===== src/hdl/bitmap_first_fit_allocator_core_macros.svh =====
// Assertion macros for the bitmap first-fit allocator.
// Every macro samples on clk and is disabled while rst_n is low.
`ifndef BITMAP_FIRST_FIT_ALLOCATOR_CORE_MACROS_SVH
`define BITMAP_FIRST_FIT_ALLOCATOR_CORE_MACROS_SVH
`ifndef SYNTH
// Consequent must hold in the same cycle as the antecedent.
`define BMFFA_ASSERT_SAME(lbl, ante, cons, msg) \
    lbl: assert property (@(posedge clk) disable iff (!rst_n) (ante) |-> (cons)) \
        else $error(msg);
// Consequent must hold in the cycle after the antecedent.
`define BMFFA_ASSERT_NEXT(lbl, ante, cons, msg) \
    lbl: assert property (@(posedge clk) disable iff (!rst_n) (ante) |=> (cons)) \
        else $error(msg);
`else
`define BMFFA_ASSERT_SAME(lbl, ante, cons, msg)
`define BMFFA_ASSERT_NEXT(lbl, ante, cons, msg)
`endif
`endif


===== src/hdl/bmffa_pkg.sv =====
// Shared types and constants of the bitmap first-fit allocator.
// No dependencies; the files that use it refer to it by scoped names.
package bmffa_pkg;

    // Field widths of the request and response transactions.
    localparam int ACTION_W = 2;
    localparam int SIZE_W   = 4;
    localparam int START_W  = 3;
    localparam int OFFSET_W = 3;
    localparam int DATA_W   = 32;
    localparam int STATUS_W = 3;
    localparam int MAP_W    = 8;

    // Store depth: default and the largest supported value.
    localparam int STORE_WORDS_DEF = 8;
    localparam int STORE_WORDS_MAX = 64;

    // Width of word positions and range bounds: holds the largest start plus size.
    localparam int RANGE_W = $clog2(STORE_WORDS_MAX + (2 ** SIZE_W));

    typedef enum logic [ACTION_W-1:0] {
        ACT_ALLOC = 2'd0,
        ACT_FREE  = 2'd1,
        ACT_WRITE = 2'd2,
        ACT_READ  = 2'd3
    } action_t;

    typedef enum logic [STATUS_W-1:0] {
        ST_OK           = 3'd0,
        ST_NO_SPACE     = 3'd1,
        ST_FRAGMENTED   = 3'd2,
        ST_BAD_SIZE     = 3'd3,
        ST_INVALID      = 3'd4,
        ST_FREE_IGNORED = 3'd5
    } status_t;

    // Scan token passed from cell to cell during an allocation search.
    // The free count saturates, which is enough to compare against any size.
    typedef struct packed {
        logic              live;
        logic [SIZE_W-1:0] run;
        logic [SIZE_W-1:0] free_cnt;
    } scan_tok_t;

    // Command broadcast from the controller to every cell.
    typedef struct packed {
        logic               set_run;
        logic               clr_run;
        logic [RANGE_W-1:0] lo;
        logic [RANGE_W-1:0] hi;
        logic               wr_mark;
        logic [RANGE_W-1:0] pos;
        logic [SIZE_W-1:0]  size;
    } cell_cmd_t;

endpackage


===== src/hdl/bmffa_req_if.sv =====
// Request channel of the bitmap first-fit allocator.
// Depends on bmffa_pkg for field widths.
interface bmffa_req_if;

    logic                                valid;
    logic                                ready;
    logic [bmffa_pkg::ACTION_W-1:0]      action;
    logic [bmffa_pkg::SIZE_W-1:0]        block_size;
    logic [bmffa_pkg::START_W-1:0]       block_start;
    logic [bmffa_pkg::OFFSET_W-1:0]      word_offset;
    logic signed [bmffa_pkg::DATA_W-1:0] write_value;

    modport source (
        output valid, action, block_size, block_start, word_offset, write_value,
        input  ready
    );

    modport sink (
        input  valid, action, block_size, block_start, word_offset, write_value,
        output ready
    );

endinterface


===== src/hdl/bmffa_rsp_if.sv =====
// Response channel of the bitmap first-fit allocator.
// Depends on bmffa_pkg for field widths.
interface bmffa_rsp_if;

    logic                                valid;
    logic                                ready;
    logic [bmffa_pkg::STATUS_W-1:0]      status;
    logic [bmffa_pkg::START_W-1:0]       alloc_start;
    logic signed [bmffa_pkg::DATA_W-1:0] read_data;
    logic [bmffa_pkg::MAP_W-1:0]         occupied_map;

    modport source (
        output valid, status, alloc_start, read_data, occupied_map,
        input  ready
    );

    modport sink (
        input  valid, status, alloc_start, read_data, occupied_map,
        output ready
    );

endinterface


===== src/hdl/bmffa_ram.sv =====
// Generic single-port RAM with a registered read.
// No dependencies.
module bmffa_ram #(
    parameter int WIDTH = 32,
    parameter int DEPTH = 8
) (
    input  logic                     clk,
    input  logic                     we,
    input  logic                     re,
    input  logic [$clog2(DEPTH)-1:0] addr,
    input  logic [WIDTH-1:0]         wdata,
    output logic [WIDTH-1:0]         rdata
);

    logic [WIDTH-1:0] mem [DEPTH];
    logic [WIDTH-1:0] rdata_reg;

    // At most one write and one read per cycle, at the shared address; read data appears the cycle after.
    always_ff @(posedge clk)
    begin
        if (we)
        begin
            mem[addr] <= wdata;
        end
        if (re)
        begin
            rdata_reg <= mem[addr];
        end
    end

    assign rdata = rdata_reg;

endmodule


===== src/hdl/bmffa_cell.sv =====
// One word slot of the allocator: occupancy bit, written flag and scan stage.
// Depends on bmffa_pkg for the command and scan token types.
module bmffa_cell #(
    parameter int IDX = 0
) (
    input  logic                  clk,
    input  logic                  rst_n,
    input  bmffa_pkg::cell_cmd_t  cmd,
    input  bmffa_pkg::scan_tok_t  tok_in,
    output bmffa_pkg::scan_tok_t  tok_out,
    output logic                  hit,
    output logic                  occ,
    output logic                  wvalid
);

    localparam int RW = bmffa_pkg::RANGE_W;
    localparam logic [RW-1:0] MY_IDX = RW'(IDX);

    logic                 occ_reg;
    logic                 occ_next;
    logic                 wvalid_reg;
    logic                 wvalid_next;
    logic                 hit_reg;
    logic                 hit_next;
    bmffa_pkg::scan_tok_t tok_reg;
    bmffa_pkg::scan_tok_t tok_next;
    logic                 in_range;
    logic [bmffa_pkg::SIZE_W-1:0] run_inc;

    assign in_range = (MY_IDX >= cmd.lo) && (MY_IDX < cmd.hi);
    assign run_inc  = tok_in.run + 1'b1;

    // Scan stage: extend or break the free run and count free words.
    always_comb
    begin
        hit_next      = tok_in.live && !occ_reg && (run_inc == cmd.size);
        tok_next.live = tok_in.live && !hit_next;
        tok_next.run  = occ_reg ? '0 : run_inc;
        if (occ_reg || (tok_in.free_cnt == '1))
        begin
            tok_next.free_cnt = tok_in.free_cnt;
        end
        else
        begin
            tok_next.free_cnt = tok_in.free_cnt + 1'b1;
        end
    end

    // Occupancy and written-flag updates from the broadcast command.
    always_comb
    begin
        priority if (cmd.set_run && in_range)
        begin
            occ_next = 1'b1;
        end
        else if (cmd.clr_run && in_range)
        begin
            occ_next = 1'b0;
        end
        else
        begin
            occ_next = occ_reg;
        end
        wvalid_next = wvalid_reg || (cmd.wr_mark && (cmd.pos == MY_IDX));
    end

    always_ff @(posedge clk or negedge rst_n)
    begin
        if (!rst_n)
        begin
            occ_reg    <= 1'b0;
            wvalid_reg <= 1'b0;
            hit_reg    <= 1'b0;
            tok_reg    <= '0;
        end
        else
        begin
            occ_reg    <= occ_next;
            wvalid_reg <= wvalid_next;
            hit_reg    <= hit_next;
            tok_reg    <= tok_next;
        end
    end

    assign tok_out = tok_reg;
    assign hit     = hit_reg;
    assign occ     = occ_reg;
    assign wvalid  = wvalid_reg;

endmodule


===== src/hdl/bitmap_first_fit_allocator_core.sv =====
// Top level of the bitmap first-fit allocator: controller, cell row and word RAM.
// Depends on bmffa_pkg, bmffa_req_if, bmffa_rsp_if, bmffa_cell, bmffa_ram and the macro header.
//
//   Channel | Direction | Handshake   | Carries
//   --------+-----------+-------------+-------------------------------------------------
//   req     | in        | valid/ready | action, block_size, block_start, word_offset, value
//   rsp     | out       | valid/ready | status, alloc_start, read_data, occupied_map
//
// One request is in flight at a time; req.ready is high only while the controller is idle.
// Free, write, read and a bad-size allocate go straight from idle to S_OUT, and req.ready
// returns in the same cycle as rsp.valid rises.
// An allocate passes a scan token along the cell row, one cell per cycle: a grant goes
// through S_SCAN, S_MARK and S_OUT, a failed search from S_SCAN straight to S_OUT.
// A stalled response holds the controller until rsp takes the transaction.
// Reset empties the bitmap and marks every word unwritten, so unwritten words read as zero.
`include "bitmap_first_fit_allocator_core_macros.svh"

module bitmap_first_fit_allocator_core #(
    parameter int STORE_WORDS = bmffa_pkg::STORE_WORDS_DEF
) (
    input  logic        clk,
    input  logic        rst_n,
    bmffa_req_if.sink   req,
    bmffa_rsp_if.source rsp
);

    localparam int IDX_W = $clog2(STORE_WORDS);
    localparam int PAD_W = 2 ** IDX_W;
    localparam int RW    = bmffa_pkg::RANGE_W;
    localparam logic [RW-1:0]    WORDS_R  = RW'(STORE_WORDS);
    localparam logic [IDX_W-1:0] LAST_IDX = IDX_W'(STORE_WORDS - 1);

    typedef enum logic [1:0] {
        S_IDLE,
        S_SCAN,
        S_MARK,
        S_OUT
    } state_t;

    state_t                         state_reg;
    logic [bmffa_pkg::SIZE_W-1:0]   size_reg;
    logic [IDX_W-1:0]               pos_reg;
    logic                           rd_ok_reg;
    logic [RW-1:0]                  start_reg;
    logic [IDX_W-1:0]               scan_idx_reg;
    bmffa_pkg::status_t             status_reg;
    logic                           rsp_valid_reg;
    logic [bmffa_pkg::STATUS_W-1:0] rsp_status_reg;
    logic [bmffa_pkg::START_W-1:0]  rsp_start_reg;
    logic [bmffa_pkg::DATA_W-1:0]   rsp_data_reg;
    logic [bmffa_pkg::MAP_W-1:0]    rsp_map_reg;

    bmffa_pkg::cell_cmd_t           cmd;
    bmffa_pkg::scan_tok_t           tok_chain [STORE_WORDS+1];
    logic [STORE_WORDS-1:0]         hit_vec;
    logic [STORE_WORDS-1:0]         live_vec;
    logic [STORE_WORDS-1:0]         occ_vec;
    logic [STORE_WORDS-1:0]         wvalid_vec;
    logic [PAD_W-1:0]               occ_pad;
    logic [PAD_W-1:0]               wvalid_pad;
    logic [bmffa_pkg::MAP_W-1:0]    map_w;

    logic                           req_fire;
    bmffa_pkg::action_t             req_action;
    logic [RW-1:0]                  size_r;
    logic [RW-1:0]                  start_r;
    logic [RW-1:0]                  free_hi;
    logic [RW-1:0]                  pos_r;
    logic                           pos_ok;
    logic                           size_bad;
    logic                           free_ignored;
    logic                           any_hit;
    logic [RW-1:0]                  found_start;
    logic                           ram_we;
    logic                           ram_re;
    logic [bmffa_pkg::DATA_W-1:0]   ram_rdata;
    logic [bmffa_pkg::DATA_W-1:0]   read_result;

    // Request decode.
    assign req.ready    = (state_reg == S_IDLE);
    assign req_fire     = req.valid && req.ready;
    assign req_action   = bmffa_pkg::action_t'(req.action);
    assign size_r       = RW'(req.block_size);
    assign start_r      = RW'(req.block_start);
    assign free_hi      = start_r + size_r;
    assign pos_r        = start_r + RW'(req.word_offset);
    assign occ_pad      = PAD_W'(occ_vec);
    assign wvalid_pad   = PAD_W'(wvalid_vec);
    assign pos_ok       = (pos_r < WORDS_R) && occ_pad[pos_r[IDX_W-1:0]];
    assign size_bad     = (req.block_size == '0) || (size_r > WORDS_R);
    assign free_ignored = free_hi > WORDS_R;

    // Scan results: a hit ends the run at the cell that holds the token.
    assign any_hit     = |hit_vec;
    assign found_start = RW'(scan_idx_reg) - RW'(size_reg) + RW'(1);

    // Command broadcast to the cells.
    always_comb
    begin
        cmd      = '0;
        cmd.size = (state_reg == S_IDLE) ? req.block_size : size_reg;
        if (req_fire && (req_action == bmffa_pkg::ACT_FREE) && !free_ignored)
        begin
            cmd.clr_run = 1'b1;
            cmd.lo      = start_r;
            cmd.hi      = free_hi;
        end
        if (req_fire && (req_action == bmffa_pkg::ACT_WRITE) && pos_ok)
        begin
            cmd.wr_mark = 1'b1;
            cmd.pos     = pos_r;
        end
        if (state_reg == S_MARK)
        begin
            cmd.set_run = 1'b1;
            cmd.lo      = start_reg;
            cmd.hi      = start_reg + RW'(size_reg);
        end
    end

    // A fresh token enters the first cell when an allocate with a valid size is accepted.
    always_comb
    begin
        tok_chain[0]      = '0;
        tok_chain[0].live = req_fire && (req_action == bmffa_pkg::ACT_ALLOC) && !size_bad;
    end

    // Row of cells, one per store word.
    for (genvar i = 0; i < STORE_WORDS; i++)
    begin : g_cell
        bmffa_cell #(
            .IDX (i)
        ) u_cell (
            .clk     (clk),
            .rst_n   (rst_n),
            .cmd     (cmd),
            .tok_in  (tok_chain[i]),
            .tok_out (tok_chain[i+1]),
            .hit     (hit_vec[i]),
            .occ     (occ_vec[i]),
            .wvalid  (wvalid_vec[i])
        );
        assign live_vec[i] = tok_chain[i+1].live;
    end

    // Low byte of the bitmap; missing bits read as zero on small stores.
    for (genvar b = 0; b < bmffa_pkg::MAP_W; b++)
    begin : g_map
        if (b < STORE_WORDS)
        begin : g_bit
            assign map_w[b] = occ_vec[b];
        end
        else
        begin : g_zero
            assign map_w[b] = 1'b0;
        end
    end

    // Word store; a word never written reads as zero through its written flag.
    assign ram_we = req_fire && (req_action == bmffa_pkg::ACT_WRITE) && pos_ok;
    assign ram_re = req_fire && (req_action == bmffa_pkg::ACT_READ) && pos_ok;

    bmffa_ram #(
        .WIDTH (bmffa_pkg::DATA_W),
        .DEPTH (STORE_WORDS)
    ) u_ram (
        .clk   (clk),
        .we    (ram_we),
        .re    (ram_re),
        .addr  (pos_r[IDX_W-1:0]),
        .wdata (req.write_value),
        .rdata (ram_rdata)
    );

    always_comb
    begin
        if (!rd_ok_reg)
        begin
            read_result = '1;
        end
        else if (wvalid_pad[pos_reg])
        begin
            read_result = ram_rdata;
        end
        else
        begin
            read_result = '0;
        end
    end

    // Controller state and response register.
    always_ff @(posedge clk or negedge rst_n)
    begin
        if (!rst_n)
        begin
            state_reg      <= S_IDLE;
            size_reg       <= '0;
            pos_reg        <= '0;
            rd_ok_reg      <= 1'b0;
            start_reg      <= '0;
            scan_idx_reg   <= '0;
            status_reg     <= bmffa_pkg::ST_OK;
            rsp_valid_reg  <= 1'b0;
            rsp_status_reg <= '0;
            rsp_start_reg  <= '0;
            rsp_data_reg   <= '0;
            rsp_map_reg    <= '0;
        end
        else
        begin
            // Outside S_OUT a taken response simply empties the register.
            if (rsp_valid_reg && rsp.ready && (state_reg != S_OUT))
            begin
                rsp_valid_reg <= 1'b0;
            end
            unique case (state_reg)
                S_IDLE:
                begin
                    if (req_fire)
                    begin
                        size_reg     <= req.block_size;
                        pos_reg      <= pos_r[IDX_W-1:0];
                        rd_ok_reg    <= (req_action == bmffa_pkg::ACT_READ) && pos_ok;
                        start_reg    <= '0;
                        scan_idx_reg <= '0;
                        unique case (req_action)
                            bmffa_pkg::ACT_ALLOC:
                            begin
                                if (size_bad)
                                begin
                                    status_reg <= bmffa_pkg::ST_BAD_SIZE;
                                    state_reg  <= S_OUT;
                                end
                                else
                                begin
                                    state_reg <= S_SCAN;
                                end
                            end
                            bmffa_pkg::ACT_FREE:
                            begin
                                status_reg <= free_ignored ? bmffa_pkg::ST_FREE_IGNORED
                                                           : bmffa_pkg::ST_OK;
                                state_reg  <= S_OUT;
                            end
                            bmffa_pkg::ACT_WRITE,
                            bmffa_pkg::ACT_READ:
                            begin
                                status_reg <= pos_ok ? bmffa_pkg::ST_OK
                                                     : bmffa_pkg::ST_INVALID;
                                state_reg  <= S_OUT;
                            end
                        endcase
                    end
                end
                S_SCAN:
                begin
                    priority if (any_hit)
                    begin
                        start_reg  <= found_start;
                        status_reg <= bmffa_pkg::ST_OK;
                        state_reg  <= S_MARK;
                    end
                    else if (scan_idx_reg == LAST_IDX)
                    begin
                        status_reg <= (tok_chain[STORE_WORDS].free_cnt >= size_reg)
                                      ? bmffa_pkg::ST_FRAGMENTED : bmffa_pkg::ST_NO_SPACE;
                        state_reg  <= S_OUT;
                    end
                    else
                    begin
                        scan_idx_reg <= scan_idx_reg + 1'b1;
                    end
                end
                S_MARK:
                begin
                    state_reg <= S_OUT;
                end
                S_OUT:
                begin
                    if (!rsp_valid_reg || rsp.ready)
                    begin
                        rsp_valid_reg  <= 1'b1;
                        rsp_status_reg <= status_reg;
                        rsp_start_reg  <= start_reg[bmffa_pkg::START_W-1:0];
                        rsp_data_reg   <= read_result;
                        rsp_map_reg    <= map_w;
                        state_reg      <= S_IDLE;
                    end
                end
                default:
                begin
                    state_reg <= S_IDLE;
                end
            endcase
        end
    end

    assign rsp.valid        = rsp_valid_reg;
    assign rsp.status       = rsp_status_reg;
    assign rsp.alloc_start  = rsp_start_reg;
    assign rsp.read_data    = rsp_data_reg;
    assign rsp.occupied_map = rsp_map_reg;

    // At most one scan token travels the row.
    `BMFFA_ASSERT_SAME(a_single_token, 1'b1, $onehot0(live_vec), "more than one scan token live")
    // The scan index follows the cell that holds the token.
    `BMFFA_ASSERT_SAME(a_scan_track, state_reg == S_SCAN, live_vec[scan_idx_reg] || hit_vec[scan_idx_reg], "scan index lost the token")
    // Marking a grant sets exactly size words that were free.
    `BMFFA_ASSERT_NEXT(a_mark_count, state_reg == S_MARK, $countones(occ_vec) == $past($countones(occ_vec)) + int'(size_reg), "grant did not mark a free run")
    // A word is written only while it is allocated.
    `BMFFA_ASSERT_SAME(a_write_owned, cmd.wr_mark, occ_pad[cmd.pos[IDX_W-1:0]], "write to an unallocated word")

endmodule

===== src/flat_wrapper.sv =====
// flat-port wrapper written by rule: the top's interface ports become plain ports
module bitmap_first_fit_allocator_core_flat 
#(
    parameter int STORE_WORDS = bmffa_pkg::STORE_WORDS_DEF
)
  (clk, rst_n, req_valid, req_action, req_block_size, req_block_start, req_word_offset, req_write_value, req_ready, rsp_valid, rsp_status, rsp_alloc_start, rsp_read_data, rsp_occupied_map, rsp_ready);
  bmffa_req_if req_i ();
  bmffa_rsp_if rsp_i ();
  input  logic clk;
  input  logic rst_n;
  input wire logic [$bits(req_i.valid)-1:0] req_valid;
  input wire logic [$bits(req_i.action)-1:0] req_action;
  input wire logic [$bits(req_i.block_size)-1:0] req_block_size;
  input wire logic [$bits(req_i.block_start)-1:0] req_block_start;
  input wire logic [$bits(req_i.word_offset)-1:0] req_word_offset;
  input wire logic [$bits(req_i.write_value)-1:0] req_write_value;
  output wire logic [$bits(req_i.ready)-1:0] req_ready;
  output wire logic [$bits(rsp_i.valid)-1:0] rsp_valid;
  output wire logic [$bits(rsp_i.status)-1:0] rsp_status;
  output wire logic [$bits(rsp_i.alloc_start)-1:0] rsp_alloc_start;
  output wire logic [$bits(rsp_i.read_data)-1:0] rsp_read_data;
  output wire logic [$bits(rsp_i.occupied_map)-1:0] rsp_occupied_map;
  input wire logic [$bits(rsp_i.ready)-1:0] rsp_ready;
  assign req_i.valid = req_valid;
  assign req_i.action = req_action;
  assign req_i.block_size = req_block_size;
  assign req_i.block_start = req_block_start;
  assign req_i.word_offset = req_word_offset;
  assign req_i.write_value = req_write_value;
  assign req_ready = req_i.ready;
  assign rsp_valid = rsp_i.valid;
  assign rsp_status = rsp_i.status;
  assign rsp_alloc_start = rsp_i.alloc_start;
  assign rsp_read_data = rsp_i.read_data;
  assign rsp_occupied_map = rsp_i.occupied_map;
  assign rsp_i.ready = rsp_ready;
  bitmap_first_fit_allocator_core #(.STORE_WORDS(STORE_WORDS)) u_core (.clk(clk), .rst_n(rst_n), .req(req_i), .rsp(rsp_i));
endmodule

===== config.mk =====
export PLATFORM = sky130hd
export DESIGN_NAME = bitmap_first_fit_allocator_core_flat
export DESIGN_NICKNAME = d
export VERILOG_FILES = /design/src/hdl/bmffa_pkg.sv /design/src/hdl/bmffa_req_if.sv /design/src/hdl/bmffa_rsp_if.sv /design/src/hdl/bmffa_ram.sv /design/src/hdl/bmffa_cell.sv /design/src/hdl/bitmap_first_fit_allocator_core.sv /design/src/flat_wrapper.sv
export VERILOG_INCLUDE_DIRS = /design/src /design/src/hdl
export SDC_FILE = /design/constraint.sdc
export NUM_CORES = 1
export LEC_CHECK = 0
export BUFFER_PORTS_ARGS = -buffer_cell sky130_fd_sc_hd__buf_2
export CAP_MARGIN = 20
export CORE_UTILIZATION = 40
export CTS_CLUSTER_SIZE = 28
export DETAILED_ROUTE_END_ITERATION = 6
export SYNTH_ARGS = -nofsm -noshare
export SYNTH_HDL_FRONTEND = slang
export SYNTH_SLANG_ARGS = --single-unit

===== constraint.sdc =====
create_clock -name clk -period 5.98 [get_ports clk]
set_clock_uncertainty 0.2 [all_clocks]
set_input_delay 1.196 -clock clk [delete_from_list [all_inputs] [get_ports clk]]
set_output_delay 1.196 -clock clk [all_outputs]
set_load 0.02 [all_outputs]

# == Word-level counts from Yosys, hierarchy flattened ==
# Memory sizes are Yosys's and may differ from the RTL's. A register that Yosys moved wholly into a read port is not among the register bits.
# Cells that the tools add are included.
# totals
mem_count,1
input_bits,48
register_bits,154
out_inout_bits,48
ramBits,256
# mem_list
name,depth,width,read_ports,rd_clocked_by_memory_dff,write_ports,line,text
u_core.u_ram.mem,8,32,1,1,1,bmffa_ram.sv:15,logic [WIDTH-1:0] mem [DEPTH];
# classes
muxes,69
n_reduce_logical,125
magnitude_cmp,22
eq_ne,37
addsub,19
# op_table
cell,n
logical AND 1 bit,68
two-way mux 32 bit,2
two-way mux 4 bit,13
"adder 4 x 1 -> 4 bit, second input constant",12
== test 4 bit,7
"== test 7 x 3 -> 1 bit, second input constant",4
">= comparator 3 x 7 -> 1 bit, first input constant",4
"less-than comparator 3 x 7 -> 1 bit, first input constant",4
two-way mux 3 bit,9
two-way mux 1 bit,25
"== test 4 bit, second input constant",6
logical NOT 1 bit,18
nonzero test 2 bit,9
logical OR 1 bit,17
two-way mux 15 bit,1
"== test 7 x 2 -> 1 bit, second input constant",2
">= comparator 1 x 7 -> 1 bit, first input constant",2
">= comparator 2 x 7 -> 1 bit, first input constant",2
"less-than comparator 1 x 7 -> 1 bit, first input constant",2
"less-than comparator 2 x 7 -> 1 bit, first input constant",2
two-way mux 14 bit,1
two-way mux 2 bit,7
two-way mux 7 bit,2
one-hot mux 7 bit (2 select lines),1
other kinds (37),52

# == Depth between registers and ports, before layout ==
# Gate-level depths: netlist of the first run.
# depth
depth_word,11
mapped_depth,11
ltp_nobuf,10

# == Hierarchy ==
# From an unflattened synthesis of the first run, not the netlist that was laid out.
# hier_totals
hier_cells,1259
hier_area_um2,19328.5
# by_module_without_submodules
module,seq_area_each_um2,cells_each,area_each_um2,n_inst
bmffa_ram,8648.3,453,10820.4,1
bitmap_first_fit_allocator_core,1726.7,410,3880.0,1
bmffa_cell (u_core.g_cell[1].u_cell),300.3,49,590.6,1
bmffa_cell (u_core.g_cell[6].u_cell),300.3,50,586.8,1
bmffa_cell (u_core.g_cell[5].u_cell),300.3,51,585.6,1
bmffa_cell (u_core.g_cell[4].u_cell),300.3,49,579.3,1
bmffa_cell (u_core.g_cell[2].u_cell),300.3,49,578.1,1
bmffa_cell (u_core.g_cell[3].u_cell),300.3,51,576.8,1
bmffa_cell (u_core.g_cell[0].u_cell),300.3,50,574.3,1
bmffa_cell (u_core.g_cell[7].u_cell),300.3,47,556.8,1

# == Worst setup path before layout of the first run ==
# No wires, ideal clock.
# synth_path
kind,input -> register
from,input port req_word_offset[0]
to,"register u_core.u_ram.rdata_reg[0] (netlist: u_core.u_ram.rdata[0]), read port of u_core.u_ram.mem, enable pin"
t_arrival_ns,4.367
path_slack_ns,0.991
cell_stages,9
setup_time_ns,0.423
path_cell_list,ha_1 fa_1 xor2_1 buf_4 nand2_2 a311oi_1 o21ai_1 or3_1 nor2_1
# synth_between
elab_chain_cells,5
# synth_rtl
item,line,text
"start, declared",flat_wrapper.sv:15,input wire logic [$bits(req_i.word_offset)-1:0] req_word_offset;
adder 3 x 3 -> 4 bit (*),bitmap_first_fit_allocator_core.sv:86,assign pos_r = start_r + RW'(req.word_offset);
branches (longest 2 deep; another with less-than comparator 7 x 4 -> 1 bit),--,
logical AND 1 bit (*),bitmap_first_fit_allocator_core.sv:89,assign pos_ok = (pos_r < WORDS_R) && occ_pad[pos_r[IDX_W-1:0]];
logical AND 1 bit (*),bitmap_first_fit_allocator_core.sv:161,assign ram_re = req_fire && (req_action == bmffa_pkg::ACT_READ) && pos_ok;
net u_core.ram_re,bitmap_first_fit_allocator_core.sv:75,logic ram_re;
"end, declared",bmffa_ram.sv:16,logic [WIDTH-1:0] rdata_reg;
# Mark *: on every way through the listed nets, which the timed path passes. The select of a mux whose other input is x is not followed.
# A chain may end at the register's enable or synchronous reset.

# == Worst setup path in the final report of the first run ==
# layout_path
from,input port req_block_start[0]
to,"memory u_core.u_ram.mem[5][16], enable pin"
# layout_between
elab_chain_cells,7
# layout_rtl
item,line,text
"start, declared",flat_wrapper.sv:14,input wire logic [$bits(req_i.block_start)-1:0] req_block_start;
adder 3 x 3 -> 4 bit (*),bitmap_first_fit_allocator_core.sv:86,
branches (longest 6 deep; another with less-than comparator 7 x 4 -> 1 bit),--,
"end, declared",bmffa_ram.sv:15,
# Every way passes the cells marked *. The select of a mux whose other input is x is not followed.

==> results of run 1 <==
how the worst max path moves through the flow:
| stage | depth (start not counted) | to | slack [ns] | from |
|---|---|---|---|---|
| final | 11 | u_core.u_ram.mem[5][16] | 1.60 | req_block_start[0] |
| after global routing | 11 | u_core.u_ram.mem[5][16] | 1.42 | req_block_start[0] |
| after CTS | 11 | u_core.u_ram.mem[5][16] | 1.60 | req_block_start[0] |
| after detailed placement | 11 | u_core.u_ram.mem[5][25] | 0.99 | req_block_start[0] |
| after global placement | 11 | u_core.u_ram.mem[5][18] | 1.01 | req_block_start[0] |
| after floorplan | 9 | u_core.u_ram.rdata[0] | 0.99 | req_word_offset[0] |
synth_stat cells, types with 3 or more instances:
cell | instances | area share
sky130_fd_sc_hd__or3_1 | 4 | 0.0014
sky130_fd_sc_hd__ha_1 | 38 | 0.026
sky130_fd_sc_hd__nand2_1 | 122 | 0.025
sky130_fd_sc_hd__nand2b_1 | 7 | 0.0024
sky130_fd_sc_hd__fa_1 | 4 | 0.0044
sky130_fd_sc_hd__nand3_1 | 15 | 0.0041
sky130_fd_sc_hd__nor2_2 | 8 | 0.0028
sky130_fd_sc_hd__o21ai_1 | 4 | 0.0011
sky130_fd_sc_hd__a21boi_0 | 32 | 0.013
sky130_fd_sc_hd__xor2_1 | 25 | 0.012
sky130_fd_sc_hd__o31ai_1 | 4 | 0.0017
sky130_fd_sc_hd__o21bai_2 | 8 | 0.0050
sky130_fd_sc_hd__o22ai_1 | 26 | 0.0089
sky130_fd_sc_hd__mux2_2 | 25 | 0.015
sky130_fd_sc_hd__clkbuf_1 | 31 | 0.0064
sky130_fd_sc_hd__buf_1 | 12 | 0.0025
sky130_fd_sc_hd__nor4_1 | 8 | 0.0028
sky130_fd_sc_hd__or2_2 | 14 | 0.0048
sky130_fd_sc_hd__nand4_1 | 4 | 0.0014
sky130_fd_sc_hd__inv_1 | 31 | 0.0064
sky130_fd_sc_hd__and4_1 | 5 | 0.0024
sky130_fd_sc_hd__o2bb2ai_1 | 4 | 0.0019
sky130_fd_sc_hd__nor2b_1 | 25 | 0.0086
sky130_fd_sc_hd__a221o_1 | 4 | 0.0022
sky130_fd_sc_hd__buf_2 | 7 | 0.0019
sky130_fd_sc_hd__dfrtp_1 | 147 | 0.20
sky130_fd_sc_hd__a211oi_1 | 3 | 0.0012
sky130_fd_sc_hd__o21ai_0 | 59 | 0.016
sky130_fd_sc_hd__nor2_1 | 41 | 0.0085
sky130_fd_sc_hd__mux2i_1 | 58 | 0.032
sky130_fd_sc_hd__a31oi_1 | 12 | 0.0041
sky130_fd_sc_hd__nand3b_1 | 3 | 0.0012
sky130_fd_sc_hd__edfxtp_1 | 288 | 0.48
sky130_fd_sc_hd__nor3_1 | 12 | 0.0033
sky130_fd_sc_hd__mux4_2 | 39 | 0.048
sky130_fd_sc_hd__a21oi_1 | 18 | 0.0050
sky130_fd_sc_hd__a21o_1 | 12 | 0.0050
sky130_fd_sc_hd__xnor2_1 | 21 | 0.010
sky130_fd_sc_hd__a22oi_1 | 4 | 0.0017
critical path, delay by kind of cell:
| family | cells | cell delay, ns |
|---|---|---|
| buf+inv | 2 | 0.37 |
| xor+xnor | 1 | 0.23 |
| simple gates | 4 | 1.67 |
| compound gates | 2 | 0.40 |
| fa+ha+maj | 2 | 0.57 |
metal layers:
metal,vias to the layer above,share of wire
li1,4813,-
met1,5287,0.48
met2,236,0.46
met3,54,0.048
met4,0,0.019
met5,-,0
final cells by class:
cell class                      count  area, um2
Clock inverter                     17        164
Tap cell                          592        741
Timing Repair Buffer              120        734
Clock buffer                       66       1300
Inverter                           31        116
Fill cell                        3879      23500
Multi-Input combinational cell    704       5600
Sequential cell                   435      12300
kinds of logic after synthesis:
logic type	after synthesis	share of synthesized area
XOR/XNOR	46	0.0222
AO/OA/AOI/OAI	210	0.0769
flip-flops	435	0.678
AND/OR/NAND/NOR	281	0.0748
adder cells (fa/ha/maj)	42	0.0306
multiplexers	125	0.0984
buffers and inverters	85	0.0193
power by group:
| group | internal, mW | leakage (nW) | switching [mW] | total (mW) |
|---|---|---|---|---|
| registers | 3.59 | 4.44 | 0.315 | 3.90 |
| clock network | 1.56 | 0.712 | 1.18 | 2.74 |
| logic | 0.969 | 3.03 | 1.46 | 2.43 |
| total | 6.12 | 8.19 | 2.96 | 9.08 |
placed cells by master, fill, tap and decap left out, types with 15 or more instances in the layout:
cell / count
sky130_fd_sc_hd__nand3_1: 15
sky130_fd_sc_hd__buf_4: 20
sky130_fd_sc_hd__a21boi_0: 32
sky130_fd_sc_hd__clkbuf_16: 46
sky130_fd_sc_hd__mux2_2: 25
sky130_fd_sc_hd__o22ai_1: 26
sky130_fd_sc_hd__inv_1: 31
sky130_fd_sc_hd__nor2_1: 40
sky130_fd_sc_hd__xnor2_1: 20
sky130_fd_sc_hd__mux2i_1: 58
sky130_fd_sc_hd__edfxtp_1: 288
sky130_fd_sc_hd__xor2_1: 24
sky130_fd_sc_hd__dfrtp_1: 147
sky130_fd_sc_hd__mux4_2: 39
sky130_fd_sc_hd__ha_1: 37
sky130_fd_sc_hd__nor2b_1: 25
sky130_fd_sc_hd__nand2_1: 121
sky130_fd_sc_hd__o21ai_0: 59
sky130_fd_sc_hd__buf_2: 94
sky130_fd_sc_hd__a21oi_1: 18
==> run_results.csv, run 1 <==
group,metric,value,unit
cells_and_area,post-route-cell-area,21000,um2
global_route,track_usage,0.177,
drt,num_vias,10400,
cells_and_area,area_growth_syn_to_layout,15.4,%
cts,clk_latency_worst_skew_pair,0.60,ns
setup_path,worst_ep_required_time,6.07,ns
placed_design,dpl.cell_count,1880,
global_route,grt_pass1_vias,10500,
timing,timing.final.hold_violations,0,
cells_and_area,share_of_layout_cells_above_drive_strength_1,0.214,
global_route,grt.busiest_layer,"met2",
drt,length_of_the_first_detailed_routing_pass_in_iterations,5,
timing,total_negative_slack_for_setup_checks,0,ns
global_route,antenna_found_initial,0,
synth,netlist_instances,1224,
setup_path,r2r_start,"u_core.state_reg[0]",
cts,cts_buffer_depth,3,
die,fp-row-count,77,
global_route,groute.layer.met3.usage,0.0300,
die,boundaryPins,96,
synth,synth_nets,1314,
cells_and_area,finish.net_count,1427,
pwr,power.total,9.08,mW
die,floorplan.die.height,215,um
timing,finalSetupViolations,0,
setup_path,r2r_slack,1.87,ns
setup_path,cp_max_fo,19,
setup_path,slowest_stage,"sky130_fd_sc_hd__or3_1",
timing,setup_ws,1.60,ns
timing,fmax,228,MHz
synth,number_of_enable_flip_flop_cells_after_synthesis,288,
setup_path,max_stage_delay,0.63,ns
setup_path,worst_setup_path_start_kind,"input port",
cts,path_clk_slew,0.06,ns
synth,syn_avg_cell_area,14.9,um2
placed_design,dp_hpwl,26.2,mm
cts,ctsHoldBuffers,0,
placed_design,gp_congestion,0.883,
setup_path,timing.setup.critical_path_class,"in -> reg",
drt,detail_route.drc_violations,0,
setup_path,regToRegEndpoint,"u_core.u_ram.mem[5][16]",
placed_design,port-buffer-count,95,
drt,detail_route.iter0.violations,795,
synth,synthArstFlopShare,0.338,
setup_path,cell_with_the_most_instances_on_the_worst_path,"sky130_fd_sc_hd__or3_1",
global_route,globalRouteMet1Util,0.257,
drt,routedWlPerCell,20.5,um
pwr,leakage,8.19,nW
pwr,cellPowerDensity,433,nW/um2
timing,period_share,0.732,
synth,synth_seq_area_share,0.678,
die,die-width,215,um
die,fp.dieArea,46300,um2
global_route,grt_first_pass_wirelength,62.4,mm
setup_path,r2r.worst_path.cells,7,
cells_and_area,largest_register_by_flop_count,"u_core.u_ram.mem",
cts,post_cts_buffers,0,
cells_and_area,final_util,0.471,
placed_design,place_worst_setup_slack,0.992,ns
setup_path,cp_cell_sequence,"buf_2 -> ha_4 -> fa_2 -> xor2_4 -> nand2_1 -> a311oi_1 -> o21ai_1 -> or3_1 -> or3_1 -> nor2_4 -> buf_12",
cts,sink_count_of_the_clock_tree,435,
synth,yosysUniqueCellTypes,70,
pwr,worst_ir_drop_vdd,0.000298,V
timing,timing.final.max_slew_violations,0,
run_status,outcome,"completed",
cells_and_area,largest_register_ffs,256,
timing,hold_slack,0.230,ns
global_route,grt_start_max_net_pins,71,
synth,dominantRegCellSynth,"sky130_fd_sc_hd__edfxtp_1",
cts,number_of_gates_resized_after_cts,0,
global_route,grt_util_met2,0.273,
timing,tightest_slew,1.09,ns
drt,finalWirelength,40.2,mm
synth,yosys_register_bits,435,
synth,yosys_warnings,0,
setup_path,timing.critical_path.to_type,"flop",
synth,mappedNetlistArea,18200,um2
global_route,overflow_left_after_global_routing,0,
job,max_cap_violations,0,
cts,ctsHtreeMaxLevel,2,
timing,grt_setup_unrepaired,"false",
die,floorplan.core_area,44500,um2
setup_path,timing.critical_path.arrival,4.46,ns
drt,via_per_inst,5.29,
cts,number_of_cts_inserted_buffers,45,
timing,period_minus_slack,4.38,ns
cells_and_area,finish.cell_count_without_fillers,1965,
die,initial_core_util,0.409,
hold_path,timing.hold.worst.class,"in -> async",
cells_and_area,diodes,0,
timing,max_slew_margin,0.271,
placed_design,cell_area_placed,19500,um2
cts,cts_tree,"built",
cts,clock-root-buffer,"sky130_fd_sc_hd__clkbuf_16",
drt,ant_nets,0,
Note: power is estimated with default switching activity, not from simulation.
==> run 2: changes to the inputs <==
clock period = 4.3 ns   (was 5.98 ns; I/O delays follow)
==> run_results.csv, run 2 (synthesis gave the netlist of run 1 again) <==
group,metric,value,unit
timing,timing.final.max_slew_violations,0,
cts,ctsHtreeMaxLevel,2,
drt,routedWlPerCell,20.0,um
setup_path,cp_max_fo,26,
global_route,grt_first_pass_wirelength,62.6,mm
die,floorplan.die.height,215,um
pwr,cellPowerDensity,598,nW/um2
run_status,outcome,"completed",
drt,length_of_the_first_detailed_routing_pass_in_iterations,5,
cts,path_clk_slew,0.06,ns
pwr,power_frac_seq,0.425,
cells_and_area,finish.cell_count_without_fillers,1988,
setup_path,timing.setup.critical_path_class,"in -> reg",
timing,grt_setup_unrepaired,"false",
pwr,internal_power,8.68,mW
timing,max_slew_margin,0.343,
pwr,comb_power_share,0.268,
timing,fmax,266,MHz
global_route,track_usage,0.174,
cells_and_area,largest_register_ffs,256,
cts,clk_latency_worst_skew_pair,0.56,ns
die,die-width,215,um
cts,ctsHoldBuffers,0,
drt,detail_route.iter0.violations,877,
setup_path,r2r.worst_path.cells,7,
die,fp.dieArea,46300,um2
die,boundaryPins,96,
drt,num_vias,10400,
timing,setup_ws,0.546,ns
pwr,leakage,8.32,nW
drt,ant_nets,0,
global_route,antenna_found_initial,0,
cts,post_cts_buffers,0,
placed_design,gp_congestion,0.869,
placed_design,port-buffer-count,95,
die,initial_core_util,0.409,
die,fp-row-count,77,
cts,sink_count_of_the_clock_tree,435,
drt,detail_route.drc_violations,0,
job,max_cap_violations,0,
cts,cts_buffer_depth,3,
timing,period_share,0.873,
cells_and_area,share_of_layout_cells_above_drive_strength_1,0.226,
hold_path,timing.hold.worst.class,"in -> async",
timing,period_minus_slack,3.75,ns
cts,number_of_gates_resized_after_cts,0,
pwr,p_switching,4.05,mW
placed_design,place_worst_setup_slack,0.0419,ns
cells_and_area,mostFrequentLayoutCell,"sky130_fd_sc_hd__edfxtp_1",
cells_and_area,fillCellCount,3896,
pwr,worst_ir_drop_vdd,0.000376,V
cells_and_area,finish.net_count,1449,
global_route,grt_start_max_net_pins,105,
setup_path,worst_ep_required_time,4.34,ns
cells_and_area,diodes,0,
cells_and_area,layout.cells.most_common_list,"sky130_fd_sc_hd__edfxtp_1, sky130_fd_sc_hd__dfrtp_1, sky130_fd_sc_hd__nand2_1, sky130_fd_sc_hd__buf_2, sky130_fd_sc_hd__o21ai_0",
cts,number_of_cts_inserted_buffers,45,
global_route,overflow_left_after_global_routing,0,
timing,tightest_slew,0.986,ns
pwr,p_clk_frac,0.307,
cells_and_area,largest_register_by_flop_count,"u_core.u_ram.mem",
die,floorplan.core_area,44500,um2
cts,cts_tree,"built",
timing,finalSetupViolations,0,
cts,clock-root-buffer,"sky130_fd_sc_hd__clkbuf_16",
setup_path,timing.critical_path.arrival,3.79,ns
global_route,grt_pass1_vias,10900,
drt,via_per_inst,5.22,
timing,timing.final.hold_violations,0,
placed_design,dpl.cell_count,1903,
setup_path,worst_setup_path_start_kind,"input port",
drt,finalWirelength,39.8,mm
setup_path,timing.critical_path.to_type,"flop",
pwr,switching_share,0.318,
placed_design,dp_hpwl,26.1,mm
cells_and_area,area_growth_syn_to_layout,17.1,%
==> run 2: worst max-delay path, stage by stage <==
cell,delay [ns]
sky130_fd_sc_hd__buf_2,0.14
sky130_fd_sc_hd__ha_4,0.16
sky130_fd_sc_hd__fa_2,0.40
sky130_fd_sc_hd__xnor2_2,0.24
sky130_fd_sc_hd__nand2_1,0.09
sky130_fd_sc_hd__a311oi_1,0.25
sky130_fd_sc_hd__o21ai_1,0.13
sky130_fd_sc_hd__or3_1,0.49
sky130_fd_sc_hd__or3_1,0.57
sky130_fd_sc_hd__nor2_4,0.20
sky130_fd_sc_hd__buf_12,0.23
==> run 2: metal layers <==
| metal | GRT usage | wire (um) |
|---|---|---|
| met3 | 0.0286 | 1790 |
| met4 | 0.0388 | 580 |
| met1 | 0.239 | 18200 |
| met5 | 0 | 0 |
| met2 | 0.290 | 19200 |
==> run 2: final timing paths <==
kind,start,end,slack [ns]
max reg2reg,u_core.g_cell[4].u_cell.occ,u_core.u_ram.mem[5][24],1.27
max,req_block_start[0],u_core.u_ram.mem[5][24],0.55
min in group clk,u_core.g_cell[5].u_cell.wvalid,u_core.g_cell[5].u_cell.wvalid,0.27
min,rst_n,u_core.rsp.status[2],0.18
max in group asynchronous,rst_n,u_core.rsp.read_data[16],2.73
min reg2reg,u_core.g_cell[5].u_cell.wvalid,u_core.g_cell[5].u_cell.wvalid,0.27
==> run 2: stage by stage <==
stage	hold slack (ns)	utilization	total power, mW	setup TNS, ns	area, um2
after detailed placement	0.254	0.444	8.91	0	19800
after global placement	0.252	0.444	8.83	0	19800
after CTS	0.272	0.478	12.9	0	21300
after floorplan	0.236	-	7.75	-66.60	18200
final	0.175	0.478	12.7	0	21300
after global routing	0.280	0.478	13.5	0	21300
==> run 2: area by class of cell <==
cell class	count	area, um2	share of cell area
flip-flops and latches	435	12300	0.579
multi-input cells	704	5600	0.263
well taps	592	741	0.0348
clock buffers	60	1220	0.0575
repair buffers	142	1000	0.0472
inverters	31	116	0.00547
clock inverters	24	280	0.0132
==> run 2: power by group through the flow <==
stage / clock (mW) / combinational, mW / sequential, mW
2_1_floorplan: 0 / 2.13 / 5.62
3_3_place_gp: 0 / 3.33 / 5.50
3_5_place_dp: 0 / 3.40 / 5.51
4_1_cts: 3.99 / 3.42 / 5.44
5_1_grt: 4.16 / 3.80 / 5.49
6_report: 3.91 / 3.41 / 5.41
==> run 3: changes to the inputs <==
ABC_AREA = 1   (was default)
==> run_results.csv, run 3 <==
group,metric,value,unit
cts,post_cts_buffers,0,
cts,ctsHtreeMaxLevel,2,
synth,synth_top_cell_by_area,"sky130_fd_sc_hd__edfxtp_1",
synth,synth_top_family_by_area,"simple AND/OR/NAND/NOR gates",
pwr,cellPowerDensity,616,nW/um2
synth,synth_compound_area_frac,0.0837,
setup_path,regToRegEndpoint,"u_core.u_ram.mem[5][2]",
synth,syn_avg_cell_area,11.4,um2
drt,detail_route.drc_violations,0,
cts,number_of_cts_inserted_buffers,45,
setup_path,slowest_stage,"sky130_fd_sc_hd__fa_1",
synth,number_of_enable_flip_flop_cells_after_synthesis,288,
synth,yosys.area_share.xor_xnor,0.0187,
timing,hold_slack,0.151,ns
synth,synth_most_common_cell,"sky130_fd_sc_hd__nand2_1",
global_route,grt_start_max_net_pins,88,
pwr,power.total,12.9,mW
synth,yosys_register_bits,435,
cells_and_area,largest_register_ffs,256,
drt,route.layer.met1.wl,18.7,mm
setup_path,timing.critical_path.to_type,"flop",
global_route,track_usage,0.185,
setup_path,worst_ep_required_time,4.33,ns
pwr,leakage,8.43,nW
drt,via_per_inst,5.17,
placed_design,place_worst_setup_slack,0.484,ns
pwr,worst_ir_drop_vdd,0.000335,V
cts,cts_buffer_depth,3,
global_route,grt_first_pass_wirelength,67.1,mm
cells_and_area,area_growth_syn_to_layout,14.9,%
synth,yosys-top-cells-area,"sky130_fd_sc_hd__edfxtp_1, sky130_fd_sc_hd__dfrtp_1, sky130_fd_sc_hd__nand2_1",
setup_path,cp_cell_sequence,"buf_2 -> ha_4 -> fa_1 -> inv_1 -> nand2_1 -> o21ai_0 -> nand2_1 -> nand3_2 -> inv_2 -> nand2_4 -> nor2_1 -> nand2_1 -> inv_1 -> buf_4",
setup_path,r2r.worst_path.cells,9,
synth,mappedNetlistArea,18300,um2
cts,clock-root-buffer,"sky130_fd_sc_hd__clkbuf_16",
cts,clk_latency_worst_skew_pair,0.56,ns
cells_and_area,finish.cell_count_without_fillers,2340,
synth,synth_nets,1699,
synth,synth_top_cell_area_share,0.473,
drt,wl_met3,2.34,mm
synth,synthMuxAreaShare,0.00123,
timing,grt_setup_unrepaired,"false",
timing,max_slew_margin,0.375,
cells_and_area,mostFrequentLayoutCell,"sky130_fd_sc_hd__nand2_1",
die,floorplan.die.height,216,um
setup_path,r2r_start,"u_core.state_reg[1]",
setup_path,worst_setup_path_start_kind,"input port",
setup_path,r2r_slack,1.05,ns
drt,routedWlPerCell,17.9,um
timing,tightest_slew,0.938,ns
cells_and_area,fillCellCount,3996,
die,die-width,216,um
die,floorplan.core_area,44600,um2
run_status,outcome,"completed",
synth,synth-adder-area-share,0.0304,
cts,sink_count_of_the_clock_tree,435,
global_route,antenna_found_initial,5,
cells_and_area,final_util,0.470,
cells_and_area,multiInputGateArea,5270,um2
drt,top_layer,"met5",
timing,timing.final.hold_violations,0,
setup_path,timing.setup.critical_path_class,"in -> reg",
synth,yosysUniqueCellTypes,50,
synth,dominantRegCellSynth,"sky130_fd_sc_hd__edfxtp_1",
timing,finalSetupViolations,0,
drt,detail_route.iter0.violations,845,
drt,finalWirelength,41.9,mm
global_route,grt_pass1_vias,11900,
timing,period_minus_slack,3.26,ns
job,max_cap_violations,0,
synth,netlist_instances,1609,
cells_and_area,area.sequential,12300,um2
global_route,overflow_left_after_global_routing,0,
drt,length_of_the_first_detailed_routing_pass_in_iterations,5,
cts,cts_tree,"built",
synth,synth_simple_gate_area_share,0.151,
cts,number_of_gates_resized_after_cts,0,
placed_design,cell_area_placed,19500,um2
cells_and_area,layout.cells.most_common_list,"sky130_fd_sc_hd__nand2_1, sky130_fd_sc_hd__edfxtp_1, sky130_fd_sc_hd__a21oi_1, sky130_fd_sc_hd__dfrtp_1, sky130_fd_sc_hd__buf_2",
synth,synth.top_cells.by_count,"sky130_fd_sc_hd__nand2_1, sky130_fd_sc_hd__edfxtp_1, sky130_fd_sc_hd__a21oi_1",
drt,num_vias,12100,
cells_and_area,finish.net_count,1800,
cts,ctsHoldBuffers,0,
timing,period_share,0.759,
die,fp-row-count,77,
die,fp.dieArea,46500,um2
cells_and_area,largest_register_by_flop_count,"u_core.u_ram.mem",
placed_design,port-buffer-count,95,
cells_and_area,post-route-cell-area,21000,um2
timing,total_negative_slack_for_setup_checks,0,ns
setup_path,cp_max_fo,21,
timing,setup_ws,1.04,ns
die,boundaryPins,96,
die,initial_core_util,0.409,
placed_design,dpl.cell_count,2255,
placed_design,gp_congestion,0.876,
setup_path,cell_with_the_most_instances_on_the_worst_path,"sky130_fd_sc_hd__nand2_1",
drt,ant_nets,0,
cts,path_clk_slew,0.06,ns
timing,fmax,306,MHz
drt,route.met2.wl,19.9,mm
setup_path,timing.critical_path.arrival,3.29,ns
placed_design,dp_hpwl,25.9,mm
synth,synthArstFlopShare,0.338,
synth,synth_seq_area_share,0.675,
setup_path,max_stage_delay,0.66,ns
hold_path,timing.hold.worst.class,"in -> async",
timing,timing.final.max_slew_violations,0,
cells_and_area,share_of_layout_cells_above_drive_strength_1,0.132,
synth,yosys_warnings,0,
-- run 3: worst max-delay path, delay by kind of cell --
family | cells | cell delay [ns]
AOI/OAI and AO/OA | 1 | 0.07
buffers and inverters | 5 | 0.83
and+or+nand+nor | 6 | 0.69
adders and majority gates | 2 | 0.82
-- run 3: cells by family after synthesis --
kind of cell             count (synthesis)
AO/OA/AOI/OAI                          291
XOR/XNOR                                39
adder cells (fa/ha/maj)                 42
buffers and inverters                  167
flip-flops                             435
multiplexers                             2
AND/OR/NAND/NOR                        633
-- run 3: worst max path at each step --
| stage | start | endpoint | slack (ns) | cells past startpoint |
|---|---|---|---|---|
| finish | req_block_start[0] | u_core.u_ram.mem[5][2] | 1.04 | 14 |
| global route | u_core.state_reg[1] | u_core.u_ram.mem[5][2] | 0.76 | 9 |
| CTS | u_core.state_reg[1] | u_core.u_ram.mem[5][2] | 1.04 | 9 |
| detailed placement | req_block_start[0] | u_core.u_ram.mem[5][9] | 0.48 | 14 |
| global placement | req_block_start[0] | u_core.u_ram.mem[5][6] | 0.50 | 14 |
| floorplan | req_word_offset[0] | u_core.u_ram.mem[4][0] | 0.17 | 10 |
-- run 3: power breakdown --
part           total [mW]  switching (mW)  internal (mW)
clock                3.88            1.63           2.26
sequential           5.47           0.430           5.04
combinational        3.58            2.40           1.18
total                12.9            4.46           8.48
-- run 3: area by class of cell --
cell class	instances	share of cell area
flip-flops and latches	435	0.587
multi-input cells	1007	0.251
clock buffers	58	0.0599
repair buffers	118	0.0360
well taps	592	0.0353
inverters	103	0.0190
clock inverters	26	0.0111
diodes	1	0.000119
-- run 3: per-layer routing --
layer / global-route usage / vias up
met2: 0.300 / 325
met5: 0 / -
met1: 0.253 / 5945
met3: 0.0323 / 72
li1: - / 5755
met4: 0.0532 / 8
